`src/design/utf8d_pkg.sv`:
```
// Package of the UTF-8 stream decoder: result and push types, byte
// classification constants and the lead-byte payload function.
// Used by utf8d_decode, utf8d_result_fifo and utf8_stream_decoder; depends on nothing.
`default_nettype none

package utf8d_pkg;

	localparam logic [7:0] CONT_MASK    = 8'hC0;
	localparam logic [7:0] CONT_TAG     = 8'h80;
	localparam logic [7:0] CONT_PAYLOAD = 8'h3F;
	localparam logic [7:0] SEQ_LEN_MAX  = 8'hFF;
	localparam logic [7:0] SEQ_LEN_ONE  = 8'h01;

	// Default depth of the result queue; must be at least 2.
	localparam int unsigned RES_FIFO_DEPTH = 4;

	typedef struct packed {
		logic [31:0] codepoint;
		logic [7:0]  seq_length;
		logic        last_of_run;
	} result_t;

	// Results produced by one byte, packed from slot 0 upward.
	typedef struct packed {
		logic [1:0] n;
		result_t    res0;
		result_t    res1;
	} push_t;

	// Payload bits of a lead byte: the bits below its first zero. Seven or
	// eight leading ones leave no payload.
	function automatic logic [31:0] lead_payload(input logic [7:0] b);
		logic [7:0] m;
		begin
			priority casez (b)
				8'b0???????: m = 8'h7F;
				8'b10??????: m = 8'h3F;
				8'b110?????: m = 8'h1F;
				8'b1110????: m = 8'h0F;
				8'b11110???: m = 8'h07;
				8'b111110??: m = 8'h03;
				8'b1111110?: m = 8'h01;
				default:     m = 8'h00;
			endcase
			lead_payload = {24'h000000, b & m};
		end
	endfunction

endpackage

`default_nettype wire

```
`src/design/utf8d_if.sv`:
```
// Handshake channels of the UTF-8 stream decoder: the byte channel and the
// codepoint result channel. Depends on nothing.
`default_nettype none

interface utf8d_byte_if;
	logic       valid;
	logic       ready;
	logic [7:0] in_byte;

	modport source(output valid, output in_byte, input ready);
	modport sink(input valid, input in_byte, output ready);
endinterface

interface utf8d_cp_if;
	logic        valid;
	logic        ready;
	logic [31:0] codepoint;
	logic [7:0]  seq_length;
	logic        last_of_run;

	modport source(output valid, output codepoint, output seq_length, output last_of_run,
		input ready);
	modport sink(input valid, input codepoint, input seq_length, input last_of_run,
		output ready);
endinterface

`default_nettype wire

```
`src/design/utf8d_decode.sv`:
```
// Input register and single-pass decode of one byte against the open sequence.
// Depends on utf8d_pkg and utf8d_byte_if.
`default_nettype none

module utf8d_decode (
	input  logic              clk,
	input  logic              arst_n,
	utf8d_byte_if.sink        bytes,
	input  logic              room,
	output utf8d_pkg::push_t  push
);
	import utf8d_pkg::*;

	logic        valid_s1;
	logic [7:0]  byte_s1;
	logic        adv;
	logic        seq_open_q;
	logic [31:0] accum_q;
	logic [7:0]  byte_count_q;
	logic        seq_open_n;
	logic [31:0] accum_n;
	logic [7:0]  byte_count_n;
	logic        is_cont;
	logic        is_ascii;
	result_t     closed_r;
	result_t     ascii_r;
	push_t       push_c;

	// The registered byte moves on only when the queue can take two results.
	assign adv         = valid_s1 && room;
	assign bytes.ready = !valid_s1 || room;

	always_ff @(posedge clk or negedge arst_n) begin
		if (!arst_n) begin
			valid_s1 <= 1'b0;
		end else if (bytes.valid && bytes.ready) begin
			valid_s1 <= 1'b1;
		end else if (adv) begin
			valid_s1 <= 1'b0;
		end
	end

	always_ff @(posedge clk) begin
		if (bytes.valid && bytes.ready) begin
			byte_s1 <= bytes.in_byte;
		end
	end

	assign is_cont  = (byte_s1 & CONT_MASK) == CONT_TAG;
	assign is_ascii = !byte_s1[7];

	always_comb begin
		closed_r.codepoint   = accum_q;
		closed_r.seq_length  = byte_count_q;
		closed_r.last_of_run = !is_ascii;
		ascii_r.codepoint    = {24'h000000, byte_s1};
		ascii_r.seq_length   = SEQ_LEN_ONE;
		ascii_r.last_of_run  = 1'b1;

		push_c       = '0;
		seq_open_n   = seq_open_q;
		accum_n      = accum_q;
		byte_count_n = byte_count_q;

		if (seq_open_q && is_cont) begin
			accum_n = {accum_q[25:0], byte_s1[5:0] & CONT_PAYLOAD[5:0]};
			if (byte_count_q != SEQ_LEN_MAX) begin
				byte_count_n = byte_count_q + 8'd1;
			end
		end else begin
			// A closing byte emits the pending sequence first, then is handled
			// as if no sequence were open.
			if (seq_open_q) begin
				push_c.res0 = closed_r;
				push_c.n    = 2'd1;
				if (is_ascii) begin
					push_c.res1 = ascii_r;
					push_c.n    = 2'd2;
				end
			end else if (is_ascii) begin
				push_c.res0 = ascii_r;
				push_c.n    = 2'd1;
			end
			if (is_ascii) begin
				seq_open_n = 1'b0;
			end else begin
				seq_open_n   = 1'b1;
				accum_n      = lead_payload(byte_s1);
				byte_count_n = SEQ_LEN_ONE;
			end
		end

		push = push_c;
		if (!adv) begin
			push.n = 2'd0;
		end
	end

	always_ff @(posedge clk or negedge arst_n) begin
		if (!arst_n) begin
			seq_open_q   <= 1'b0;
			accum_q      <= '0;
			byte_count_q <= '0;
		end else if (adv) begin
			seq_open_q   <= seq_open_n;
			accum_q      <= accum_n;
			byte_count_q <= byte_count_n;
		end
	end

endmodule

`default_nettype wire

```
`src/design/utf8d_result_fifo.sv`:
```
// Result queue of the UTF-8 stream decoder: takes up to two results a cycle,
// hands out one while codes is ready. Depends on utf8d_pkg and utf8d_cp_if.
`default_nettype none

module utf8d_result_fifo #(
	parameter int unsigned Depth = utf8d_pkg::RES_FIFO_DEPTH,
	localparam int unsigned LevelW = $clog2(Depth + 1),
	localparam int unsigned PtrW = (Depth > 1) ? $clog2(Depth) : 1
) (
	input  logic              clk,
	input  logic              arst_n,
	input  utf8d_pkg::push_t  push,
	utf8d_cp_if.source        codes,
	output logic              room,
	output logic [LevelW-1:0] level
);
	import utf8d_pkg::*;

	result_t           mem_q [Depth];
	logic [PtrW-1:0]   wr_q;
	logic [PtrW-1:0]   rd_q;
	logic [LevelW-1:0] level_q;
	logic [PtrW-1:0]   wr1;
	logic [PtrW-1:0]   wr2;
	logic [PtrW-1:0]   rd1;
	logic              pop;

	assign wr1 = (wr_q == PtrW'(Depth - 1)) ? '0 : wr_q + PtrW'(1);
	assign wr2 = (wr1 == PtrW'(Depth - 1)) ? '0 : wr1 + PtrW'(1);
	assign rd1 = (rd_q == PtrW'(Depth - 1)) ? '0 : rd_q + PtrW'(1);

	assign codes.valid       = level_q != '0;
	assign codes.codepoint   = mem_q[rd_q].codepoint;
	assign codes.seq_length  = mem_q[rd_q].seq_length;
	assign codes.last_of_run = mem_q[rd_q].last_of_run;
	assign pop               = codes.valid && codes.ready;

	assign room  = level_q <= LevelW'(Depth - 2);
	assign level = level_q;

	always_ff @(posedge clk) begin
		if (push.n != 2'd0) begin
			mem_q[wr_q] <= push.res0;
		end
		if (push.n == 2'd2) begin
			mem_q[wr1] <= push.res1;
		end
	end

	always_ff @(posedge clk or negedge arst_n) begin
		if (!arst_n) begin
			wr_q    <= '0;
			rd_q    <= '0;
			level_q <= '0;
		end else begin
			unique case (push.n)
				2'd1:    wr_q <= wr1;
				2'd2:    wr_q <= wr2;
				default: wr_q <= wr_q;
			endcase
			if (pop) begin
				rd_q <= rd1;
			end
			level_q <= level_q + LevelW'(push.n) - LevelW'(pop);
		end
	end

endmodule

`default_nettype wire

```
`src/design/utf8_stream_decoder.sv`:
```
// UTF-8 stream decoder, top level: byte input register and decode, result queue.
// Depends on utf8d_pkg, utf8d_if, utf8d_decode and utf8d_result_fifo.
//
// Usage: raw bytes of UTF-8 text enter on the bytes channel, one item per byte.
// Decoded codepoints leave on the codes channel with their byte length and a
// flag marking the last result caused by a byte. Decoding is greedy and does
// no validation; a sequence stays pending until a non-continuation byte ends it,
// so a byte can yield zero, one or two results.
// Path: an accepted byte is held in the single input register, decoded
// combinationally, and its results are written into the queue that feeds codes.
// Throughput: one byte per cycle while the queue has room for two results;
// the queue drains one result per cycle while codes is ready.
// Stalls: a byte leaves the input register only when the result queue has room
// for two results, so when codes is held off the queue fills and bytes.ready
// drops; no result is lost.
// Reset: arst_n clears the open sequence, the input register and the queue.
`default_nettype none

module utf8_stream_decoder #(
	parameter int unsigned FifoDepth = utf8d_pkg::RES_FIFO_DEPTH
) (
	input  logic          clk,
	input  logic          arst_n,
	utf8d_byte_if.sink    bytes,
	utf8d_cp_if.source    codes
);
	import utf8d_pkg::*;

	localparam int unsigned LevelW = $clog2(FifoDepth + 1);

	push_t             push;
	logic              room;
	logic [LevelW-1:0] level;

	utf8d_decode u_decode (
		.clk    (clk),
		.arst_n (arst_n),
		.bytes  (bytes),
		.room   (room),
		.push   (push)
	);

	utf8d_result_fifo #(
		.Depth (FifoDepth)
	) u_fifo (
		.clk    (clk),
		.arst_n (arst_n),
		.push   (push),
		.codes  (codes),
		.room   (room),
		.level  (level)
	);

	a_level_bound: assert property (@(posedge clk) disable iff (!arst_n)
		level <= LevelW'(FifoDepth))
		else $error("result queue overfilled");

	a_push_room: assert property (@(posedge clk) disable iff (!arst_n)
		(push.n != 2'd0) |-> room)
		else $error("results pushed without room for two");

	a_pair_order: assert property (@(posedge clk) disable iff (!arst_n)
		(push.n == 2'd2) |-> (!push.res0.last_of_run && push.res1.last_of_run))
		else $error("two results from one byte carry wrong last_of_run flags");

	a_stall_cause: assert property (@(posedge clk) disable iff (!arst_n)
		!bytes.ready |-> codes.valid)
		else $error("byte input stalled while no result is waiting");

endmodule

`default_nettype wire
```
`src/flat_wrapper.sv`:
```
// flat-port wrapper written by rule: the top's interface ports become plain ports
module utf8_stream_decoder_flat import utf8d_pkg::*;
#(
	parameter int unsigned FifoDepth = utf8d_pkg::RES_FIFO_DEPTH
)
  (clk, arst_n, bytes_valid, bytes_in_byte, bytes_ready, codes_valid, codes_codepoint, codes_seq_length, codes_last_of_run, codes_ready);
  utf8d_byte_if bytes_i ();
  utf8d_cp_if codes_i ();
  input  logic clk;
  input  logic arst_n;
  input wire logic [$bits(bytes_i.valid)-1:0] bytes_valid;
  input wire logic [$bits(bytes_i.in_byte)-1:0] bytes_in_byte;
  output wire logic [$bits(bytes_i.ready)-1:0] bytes_ready;
  output wire logic [$bits(codes_i.valid)-1:0] codes_valid;
  output wire logic [$bits(codes_i.codepoint)-1:0] codes_codepoint;
  output wire logic [$bits(codes_i.seq_length)-1:0] codes_seq_length;
  output wire logic [$bits(codes_i.last_of_run)-1:0] codes_last_of_run;
  input wire logic [$bits(codes_i.ready)-1:0] codes_ready;
  assign bytes_i.valid = bytes_valid;
  assign bytes_i.in_byte = bytes_in_byte;
  assign bytes_ready = bytes_i.ready;
  assign codes_valid = codes_i.valid;
  assign codes_codepoint = codes_i.codepoint;
  assign codes_seq_length = codes_i.seq_length;
  assign codes_last_of_run = codes_i.last_of_run;
  assign codes_i.ready = codes_ready;
  utf8_stream_decoder #(.FifoDepth(FifoDepth)) u_core (.clk(clk), .arst_n(arst_n), .bytes(bytes_i), .codes(codes_i));
endmodule
```
`config.mk`:
```
export PLATFORM = sky130hd
export DESIGN_NAME = utf8_stream_decoder_flat
export DESIGN_NICKNAME = d
export VERILOG_FILES = /design/src/design/utf8d_pkg.sv /design/src/design/utf8d_if.sv /design/src/design/utf8d_decode.sv /design/src/design/utf8d_result_fifo.sv /design/src/design/utf8_stream_decoder.sv /design/src/flat_wrapper.sv
export SDC_FILE = /design/constraint.sdc
export NUM_CORES = 1
export LEC_CHECK = 0
export ABC_AREA = 0
export BUFFER_PORTS_ARGS = -buffer_cell sky130_fd_sc_hd__buf_4
export CORE_ASPECT_RATIO = 0.5
export CORE_MARGIN = 2
export CORE_UTILIZATION = 50
export CTS_CLUSTER_DIAMETER = 200
export CTS_CLUSTER_SIZE = 24
export DETAILED_ROUTE_END_ITERATION = 6
export PLACE_DENSITY = 0.71
export SLEW_MARGIN = 20
export SYNTH_ARGS = -nofsm -noshare
export SYNTH_HDL_FRONTEND = slang
export SYNTH_SLANG_ARGS = --single-unit
```
`constraint.sdc`:
```
create_clock -name clk -period 3 [get_ports clk]
set_clock_uncertainty 0.05 [all_clocks]
set_input_delay 0.45 -clock clk [delete_from_list [all_inputs] [get_ports clk]]
set_output_delay 0.45 -clock clk [all_outputs]
set_load 0.02 [all_outputs]
```
==> flow_summary.yaml, run 1 <==
floorplanning:
  rows: 34
  io_pins: 55
  die_h_um: 98.7
  dieArea_um2: 19100
  die_w_um: 193
  start_util_pct: 51.3
  core_area_um2: 17500
clock_network:
  clkSinkCount: 221
  worstSkewPairLatency_ns: 0.48
  cts_tree: "done"
  root_buffer: "clkbuf_16"
  cts_max_level: 1
  clk_path_buf_depth: 3
  cts_buffers: 13
  clk_pin_slew_ns: 0.10
placed_design:
  gp_congestion: 0.860
  port_buffers: 54
  placed_area_um2: 9590
  hpwl_um: 13300
  place_ws_ns: 0.453
synthesis:
  async_flop_share_pct: 22.2
  yosys.area.top_type: "dfxtp_1"
  synth_commonest_cells: "156 x a22o_1, 128 x dfxtp_1, 49 x dfrtp_1"
  synth_seq_cells: 221
  synth_edf_count: 44
  netlist_top_cells_area: "dfxtp_1 29%, a22o_1 15%, edfxtp_1 15%"
  synth_fp_nets: 706
  ys_warn_count: 0
  avgSynthCellArea_um2: 13.2
  seq_area_frac_synth_pct: 57.0
  synthFlopType: "dfxtp_1"
  syn_area_um2: 8970
  netlist_instances: 679
  synth_most_common_cell: "a22o_1"
  yosys.area.top_type_share_pct: 28.6
  synth_cell_types: 54
layout:
  nFillCells: 1420
  layout.nets: 745
  finalInstanceArea_um2: 9980
  diodes: 0
  drive_gt1_share_pct: 21.2
  area_growth_pct: 11.3
power_and_ir_drop:
  switchingPower_mw: 2.93
  internal_power_mw: 5.24
  p_seq_share_pct: 46.4
  p_clk_share_pct: 22.4
  total_power_mw: 8.17
  power_density_nw_per_um2: 819
  irDropWorstVdd_mv: 0.417
  p_leak_nw: 3.98
  swShare_pct: 35.9
  combPwrFrac_pct: 31.2
global_route:
  grt_pass1_vias: 6090
  grt_pass1_wl_um: 34100
  gr-usage-all-layers_pct: 22.4
  grt_antenna_before_repair: 0
  grt_max_degree: 50
  gr-total-overflow: 0
detailed_routing:
  drtIter0Drc: 580
  wire_per_inst_um: 22.0
  drcViolationCount: 0
  via_per_inst: 6.31
  dr.pass1.iters: 5
  drt-total-wl_um: 21100
  vias: 6050
  ant_nets: 0
sta:
  slew_violations: 0
  worst_pin_slew_ns: 0.673
  rsz0062_at_grt: "no"
  finalCritPeriodShare_pct: 87.8
  setup_viol: 0
  slew_headroom_pct: 55.1
  fin_setup_tns_ns: 0
  hold_ws_ns: 0.0907
  max_freq_mhz: 380
  period_needed_ns: 2.63
  setup_slack_ns: 0.365
  hold_viol_final: 0
worst_setup_path:
  max_stage_delay_ns: 0.54
  critPathCaptureType: "flip-flop"
  cp-start-kind: "flip-flop"
  crit_chain: "nand3b_2 > nand4_1 > ha_1 > nand2_1 > nand2_1 > nor2_2 > buf_4 > a22o_1"
  r2r-end: "u_core.u_fifo.mem_q[3][17]$_SDFFE_PP0P_"
  slowest_stage: "edfxtp_1"
  rr_worst_depth: 8
  required_ns: 3.32
  cpMostUsedCell: "nand2_1"
  worstPathArrival_ns: 2.95
  r2r_start: "u_core.u_decode.byte_s1[6]$_DFFE_PP_"
  crit_type: "flip-flop to flip-flop"
  path_max_fanout: 16
  regToRegSetupSlack_ns: 0.37
worst_hold_path:
  whs_path_depth: 1
  hp-start: "bytes_in_byte[5]"
  hold_path.class: "input pin to flip-flop"
  whs_endpoint: "u_core.u_decode.byte_s1[5]$_DFFE_PP_"
run_status:
  status: "finished, final reports clean"
job:
  drv_cap: 0
[how the worst max path moves through the flow]
stage | startpoint | endpoint | slack, ns | depth (start not counted)
6_report | u_core.u_decode.byte_s1[6]$_DFFE_PP_ | u_core.u_fifo.mem_q[3][17]$_SDFFE_PP0P_ | 0.37 | 8
3_5_place_dp | u_core.u_fifo.level[1]$_DFF_PN0_ | u_core.u_fifo.mem_q[2][19]$_SDFFE_PP0N_ | 0.45 | 8
5_1_grt | u_core.u_decode.byte_s1[7]$_DFFE_PP_ | u_core.u_fifo.mem_q[3][7]$_SDFFE_PP0P_ | 0.20 | 10
2_1_floorplan | u_core.u_decode.byte_s1[7]$_DFFE_PP_ | u_core.u_fifo.mem_q[2][0]$_DFFE_PP_ | 0.50 | 10
4_1_cts | u_core.u_fifo.rd_q[0]$_DFFE_PN0P_ | codes_codepoint[11] | 0.35 | 3
3_3_place_gp | u_core.u_fifo.level[1]$_DFF_PN0_ | u_core.u_fifo.mem_q[0][5]$_SDFFE_PP0N_ | 0.48 | 8
[worst max-delay path, delay by kind of cell (launching register included)]
| kind | cells | cell delay (ns) |
|---|---|---|
| and+or+nand+nor | 5 | 1.06 |
| DFF | 1 | 0.54 |
| adders and majority gates | 1 | 0.43 |
| buffers and inverters | 1 | 0.23 |
| AOI/OAI and AO/OA | 1 | 0.21 |
[power by group through the flow]
stage | Clock, mW | Combinational [mW] | Sequential (mW)
2_1_floorplan | 0 | 1.88 | 3.65
3_3_place_gp | 0 | 2.50 | 3.83
3_5_place_dp | 0 | 2.54 | 3.85
4_1_cts | 1.86 | 2.56 | 3.79
5_1_grt | 1.98 | 2.78 | 3.83
6_report | 1.83 | 2.55 | 3.79
[placed cells by master (no fill, tap or decap), types with 4 or more instances in the layout]
| cell | synthesis | final |
|---|---|---|
| a22o_1 | 156 | 156 |
| dfxtp_1 | 128 | 128 |
| buf_4 | 3 | 80 |
| dfrtp_1 | 49 | 47 |
| edfxtp_1 | 44 | 44 |
| mux4_2 | 41 | 41 |
| nand2_1 | 33 | 33 |
| o22ai_1 | 28 | 28 |
| inv_1 | 20 | 20 |
| o21ai_0 | 14 | 14 |
| ha_1 | 14 | 14 |
| clkbuf_16 | 0 | 13 |
| nand3_1 | 10 | 10 |
| nor2_1 | 7 | 7 |
| a21oi_1 | 11 | 7 |
| clkbuf_1 | 10 | 7 |
| nand2b_1 | 6 | 6 |
| a32oi_1 | 6 | 6 |
| nand4_1 | 5 | 5 |
| nor2b_1 | 5 | 5 |
| nor2_2 | 5 | 5 |
| o2bb2ai_1 | 4 | 4 |
| a21oi_2 | 0 | 4 |
[through the flow]
step           std cells  util [%]
5_1_grt              959      57.1
3_5_place_dp         936      54.9
4_1_cts              959      57.1
3_3_place_gp         936      54.9
6_report             959      57.1
2_1_floorplan        679         -
[routing by layer]
metal  global-route usage [%]  up-vias  wire [um]
li1                         -     2738          -
met1                     34.3     3061       9880
met2                     34.6      222       9600
met3                     2.81       29       1310
met4                     4.35        0        295
met5                        0        -          0
[final cells by class]
type                    instances  area, um2  share of cell area [%]
flip-flops and latches        221       5110                    51.2
clock inverters                 2       28.8                   0.288
well taps                     234        293                    2.93
inverters                      20       75.1                   0.752
clock buffers                  20        352                    3.52
repair buffers                 81        611                    6.12
multi-input cells             381       3510                    35.2
[timing repair]
item,CTS,global route
buffers inserted,0,0
gates resized for setup,0,0
hold buffers,1,0
endpoints found under the hold margin,49,0
[state kept, by name, summed over array words and instances, names as in the netlist, 2 cells and up]
register and cells:
u_core.u_fifo.mem_q 164, u_core.u_decode.accum_q 32, u_core.u_decode.byte_count_q 8, u_core.u_decode.byte_s1 8, u_core.u_fifo.level 3, u_core.u_fifo.rd_q 2
u_core.u_fifo.wr_q 2
[kinds of logic (layout without fill, tap and decap cells)]
kind of cell / after synthesis / after routing / share of synthesized area, %
mux: 43 / 43 / 10.5
compound gates: 234 / 234 / 21.0
buf+inv: 77 / 123 / 4.03
simple gates: 86 / 86 / 4.98
flops: 221 / 221 / 57.0
fa+ha+maj: 15 / 15 / 2.18
xor+xnor: 3 / 3 / 0.293
Power figures use the tool's default switching activity.
==> run 2, diff against run 1 <==
CORE_UTILIZATION = 35   (was 50)
PLACE_DENSITY = 0.54   (was 0.71)
==> flow_summary.yaml, run 2 (same netlist as run 1, synthesis figures left out) <==
run_status:
  status: "finished, final reports clean"
detailed_routing:
  drtIter0Drc: 417
  vias: 5949
  wire_per_inst_um: 21.0
  ant_nets: 0
  drt-total-wl_um: 22300
  dr.pass1.iters: 5
  drcViolationCount: 0
  via_per_inst: 5.60
layout:
  drive_gt1_share_pct: 20.9
  final_common_cell: "a22o_1"
  largestRegisters: "u_core.u_fifo.mem_q: 164 flops, u_core.u_decode.accum_q: 32 flops"
  largest-register: "u_core.u_fifo.mem_q"
  utilization_pct: 40.3
  area_growth_pct: 13.3
  stdcell_count: 1063
  final_cell_mix: "156 x a22o_1, 128 x dfxtp_1, 70 x buf_4"
  largest_reg_flops: 164
  layout.nets: 741
  diodes: 0
sta:
  setup_slack_ns: 0.380
  rsz0062_at_grt: "no"
  hold_viol_final: 0
  fin_setup_tns_ns: 0
  slew_headroom_pct: 55.0
  setup_viol: 0
  worst_pin_slew_ns: 0.674
  slew_violations: 0
  finalCritPeriodShare_pct: 87.3
  period_needed_ns: 2.62
  max_freq_mhz: 382
clock_network:
  cts_setup_buffers: 0
  clk_pin_slew_ns: 0.10
  cts_tree: "done"
  worstSkewPairLatency_ns: 0.48
  cts_buffers: 13
  clkSinkCount: 221
  cts_max_level: 1
  clk_path_buf_depth: 3
  root_buffer: "clkbuf_16"
  cts-resized-gates: 0
  postCtsHoldBufs: 1
worst_setup_path:
  cp-start-kind: "flip-flop"
  regToRegSetupSlack_ns: 0.38
  crit_type: "flip-flop to flip-flop"
  critical_path_buf_inv_count: 3
  max_stage_delay_ns: 0.41
  cp.depth: 10
  critPathCaptureType: "flip-flop"
  path_max_fanout: 32
  required_ns: 3.32
  slowest_stage: "nand2_1"
  crit_chain: "inv_1 > ha_1 > nand3_1 > inv_1 > ha_1 > nand2_1 > nand2_1 > nor2_2 > buf_12 > a22o_1"
  rr_worst_depth: 10
  worstPathArrival_ns: 2.94
  critPathTopFamily: "simple AND/OR/NAND/NOR gates"
power_and_ir_drop:
  power_density_nw_per_um2: 807
  irDropWorstVdd_mv: 0.346
  p_leak_nw: 3.97
  total_power_mw: 8.19
placed_design:
  placed_cells: 1042
  place_ws_ns: 0.454
  gp_congestion: 0.800
  port_buffers: 54
  hpwl_um: 13700
floorplanning:
  io_pins: 55
  dieArea_um2: 27000
  die_h_um: 117
  rows: 41
  start_util_pct: 35.6
  core_area_um2: 25200
  die_w_um: 230
global_route:
  grt_pass1_wl_um: 35300
  gr-total-overflow: 0
  grt_max_degree: 50
  gr-usage-all-layers_pct: 16.6
  grt_pass1_vias: 6040
  grt_antenna_before_repair: 0
worst_hold_path:
  hold_path.class: "input pin to flip-flop"
  whs_path_depth: 1
job:
  drv_cap: 0
## run 2: cell type report
class	count	area, um2
multi-input cells	381	3510
flip-flops and latches	221	5110
well taps	344	430
repair buffers	77	656
inverters	20	75.1
clock inverters	2	28.8
clock buffers	18	344
fillers	2347	15000
## run 2: path summary, 6_finish.rpt
check,end,startpoint
worst max-delay path,u_core.u_fifo.mem_q[0][6]$_SDFFE_PP0N_,u_core.u_decode.byte_s1[7]$_DFFE_PP_
worst min-delay path,u_core.u_decode.byte_s1[6]$_DFFE_PP_,bytes_in_byte[6]
worst max register to register,u_core.u_fifo.mem_q[0][6]$_SDFFE_PP0N_,u_core.u_decode.byte_s1[7]$_DFFE_PP_
worst min register to register,u_core.u_fifo.mem_q[1][23]$_SDFFE_PP0N_,u_core.u_fifo.mem_q[1][23]$_SDFFE_PP0N_
max in group asynchronous,u_core.u_fifo.rd_q[0]$_DFFE_PN0P_,arst_n
min in group asynchronous,u_core.u_fifo.level[0]$_DFF_PN0_,arst_n
## run 2: per-layer routing
layer	up-vias	global-route usage (%)	routed length, um
li1	2727	-	-
met4	0	3.14	318
met3	22	3.03	963
met1	3071	24.2	11000
met2	129	26.2	10000
met5	-	0	0
## run 2: per-stage QoR
step | hold WS (ns) | area (um2)
final | 0.0881 | 10200
after global routing | 0.0745 | 10200
after CTS | 0.0780 | 10200
after detailed placement | 0.409 | 9770
after global placement | 0.406 | 9770
after floorplan | 0.104 | 8970
## run 2: worst register-to-register path, stage by stage, from the launching register on
cell,delay (ns)
edfxtp_1,0.40
inv_1,0.10
ha_1,0.25
nand3_1,0.16
inv_1,0.09
ha_1,0.39
nand2_1,0.14
nand2_1,0.41
nor2_2,0.12
buf_12,0.21
a22o_1,0.20
## run 2: where the power goes
part / total [mW] / switching (mW) / leakage, nW / internal [mW]
logic: 2.61 / 1.60 / 1.69 / 1.00
registers: 3.75 / 0.335 / 2.10 / 3.41
clock network: 1.84 / 1.01 / 0.180 / 0.833
total: 8.19 / 2.94 / 3.97 / 5.25
==> run 3, diff against run 2 <==
CELL_PAD_IN_SITES_DETAIL_PLACEMENT = 2   (was unset)
CELL_PAD_IN_SITES_GLOBAL_PLACEMENT = 2   (was unset)
PLACE_DENSITY = 0.7   (was 0.54)
==> flow_summary.yaml, run 3 (same netlist as run 1, synthesis figures left out) <==
sta:
  setup_viol: 0
  hold_viol_final: 0
  hold_ws_ns: 0.0660
  fin_setup_tns_ns: 0
  worst_pin_slew_ns: 0.694
  slew_violations: 0
  rsz0062_at_grt: "no"
  period_needed_ns: 2.57
  finalCritPeriodShare_pct: 85.6
  slew_headroom_pct: 53.7
  max_freq_mhz: 389
  setup_slack_ns: 0.431
layout:
  largest-register: "u_core.u_fifo.mem_q"
  largest_reg_flops: 164
  nFillCells: 2461
  drive_gt1_share_pct: 21.3
  ff_latch_area_um2: 5110
  area_growth_pct: 14.1
  diodes: 0
  largestRegisters: "u_core.u_fifo.mem_q: 164 flops, u_core.u_decode.accum_q: 32 flops"
  finalInstanceArea_um2: 10200
  final_cell_mix: "156 x a22o_1, 128 x dfxtp_1, 75 x buf_4"
  final_common_cell: "a22o_1"
  multi_input_area_um2: 3540
  layout.nets: 746
power_and_ir_drop:
  irDropWorstVdd_mv: 0.438
  p_leak_nw: 4.00
  power_density_nw_per_um2: 821
clock_network:
  cts_max_level: 1
  clk_path_buf_depth: 3
  worstSkewPairLatency_ns: 0.50
  cts_setup_buffers: 0
  cts_buffers: 13
  clk_pin_slew_ns: 0.10
  cts_tree: "done"
  clkSinkCount: 221
  root_buffer: "clkbuf_16"
worst_setup_path:
  cpMostUsedCell: "buf_4"
  max_stage_delay_ns: 0.56
  critPathCaptureType: "primary output"
  crit_type: "flip-flop to primary output"
  critPathTopFamily: "multiplexers"
  path_max_fanout: 17
  cp-start-kind: "flip-flop"
  crit_chain: "buf_4 > mux4_2 > buf_4"
  required_ns: 2.50
  critical_path_buf_inv_count: 2
  worstPathArrival_ns: 2.07
  slowest_stage: "mux4_2"
floorplanning:
  die_w_um: 230
  core_area_um2: 25200
  start_util_pct: 35.6
  die_h_um: 117
  dieArea_um2: 27000
  io_pins: 55
  rows: 41
placed_design:
  port_buffers: 54
  gp_congestion: 0.775
  place_ws_ns: 0.475
  hpwl_um: 16400
  placed_area_um2: 9840
detailed_routing:
  ant_nets: 0
  wire_per_inst_um: 23.8
  drtIter0Drc: 479
  drt-total-wl_um: 25500
  via_per_inst: 5.74
  drcViolationCount: 0
  vias: 6146
  dr.pass1.iters: 4
global_route:
  gr-usage-all-layers_pct: 19.6
  grt_pass1_vias: 6669
  gr-total-overflow: 0
  grt_max_degree: 50
  grt_antenna_before_repair: 0
  grt_pass1_wl_um: 40600
job:
  drv_cap: 0
worst_hold_path:
  hold_path.class: "input pin to flip-flop"
run_status:
  status: "finished, final reports clean"
-- run 3: worst reg2reg max path: cells and delay by family, from the launching register on --
family	cells	cell delay, ns
DFF	1	0.40
and+or+nand+nor	2	0.29
adders and majority gates	1	0.43
AOI/OAI and AO/OA	2	0.37
buffers and inverters	3	0.88
-- run 3: cell type report --
type                            instances  area share, %
Clock inverter                          2          0.281
Sequential cell                       221           50.0
Tap cell                              344           4.21
Multi-Input combinational cell        381           34.6
Clock buffer                           20           3.44
Inverter                               20          0.734
Timing Repair Buffer                   82           6.78
-- run 3: where the power goes --
group	switching, mW	leakage, nW	total (mW)	internal, mW
registers	0.355	2.10	3.77	3.41
logic	1.71	1.72	2.75	1.04
clock network	1.04	0.183	1.88	0.844
-- run 3: final timing paths --
check	startpoint	end	slack, ns	depth (start not counted)
min in group asynchronous	arst_n	u_core.u_fifo.wr_q[0]$_DFFE_PN0P_	0.44	2
worst min register to register	u_core.u_fifo.mem_q[1][29]$_SDFFE_PP0N_	u_core.u_fifo.mem_q[1][29]$_SDFFE_PP0N_	0.43	1
worst min-delay path	bytes_in_byte[5]	u_core.u_decode.byte_s1[5]$_DFFE_PP_	0.07	1
worst max-delay path	u_core.u_fifo.rd_q[0]$_DFFE_PN0P_	codes_codepoint[31]	0.43	3
max in group asynchronous	arst_n	u_core.u_decode.accum_q[23]$_DFFE_PN0P_	1.94	2
worst max register to register	u_core.u_decode.seq_open_q$_DFFE_PN0P_	u_core.u_fifo.mem_q[2][25]$_SDFFE_PP0N_	0.51	8
-- run 3: metrics by stage --
stage	total power, mW	util (%)	instances
floorplan	5.53	-	679
global placement	6.51	39.1	1047
detailed placement	6.61	39.1	1047
CTS	8.50	40.6	1070
global route	8.88	40.6	1070
finish	8.40	40.6	1070
-- run 3: what timing repair did --
item / CTS / global route
endpoints found under the setup margin: 0 / 0
hold endpoints to repair: 49 / 0
gates resized for setup: 0 / 0
hold buffers: 1 / 0
-- run 3: per-layer routing --
layer / up-vias / wire length (um) / GRT usage [%] / share of wire (%)
met2: 138 / 12200 / 33.4 / 48
met4: 0 / 370 / 4.09 / 1.5
met1: 3247 / 11700 / 26.8 / 46
met3: 25 / 1250 / 3.29 / 4.9
met5: - / 0 / 0 / 0
li1: 2736 / - / - / -
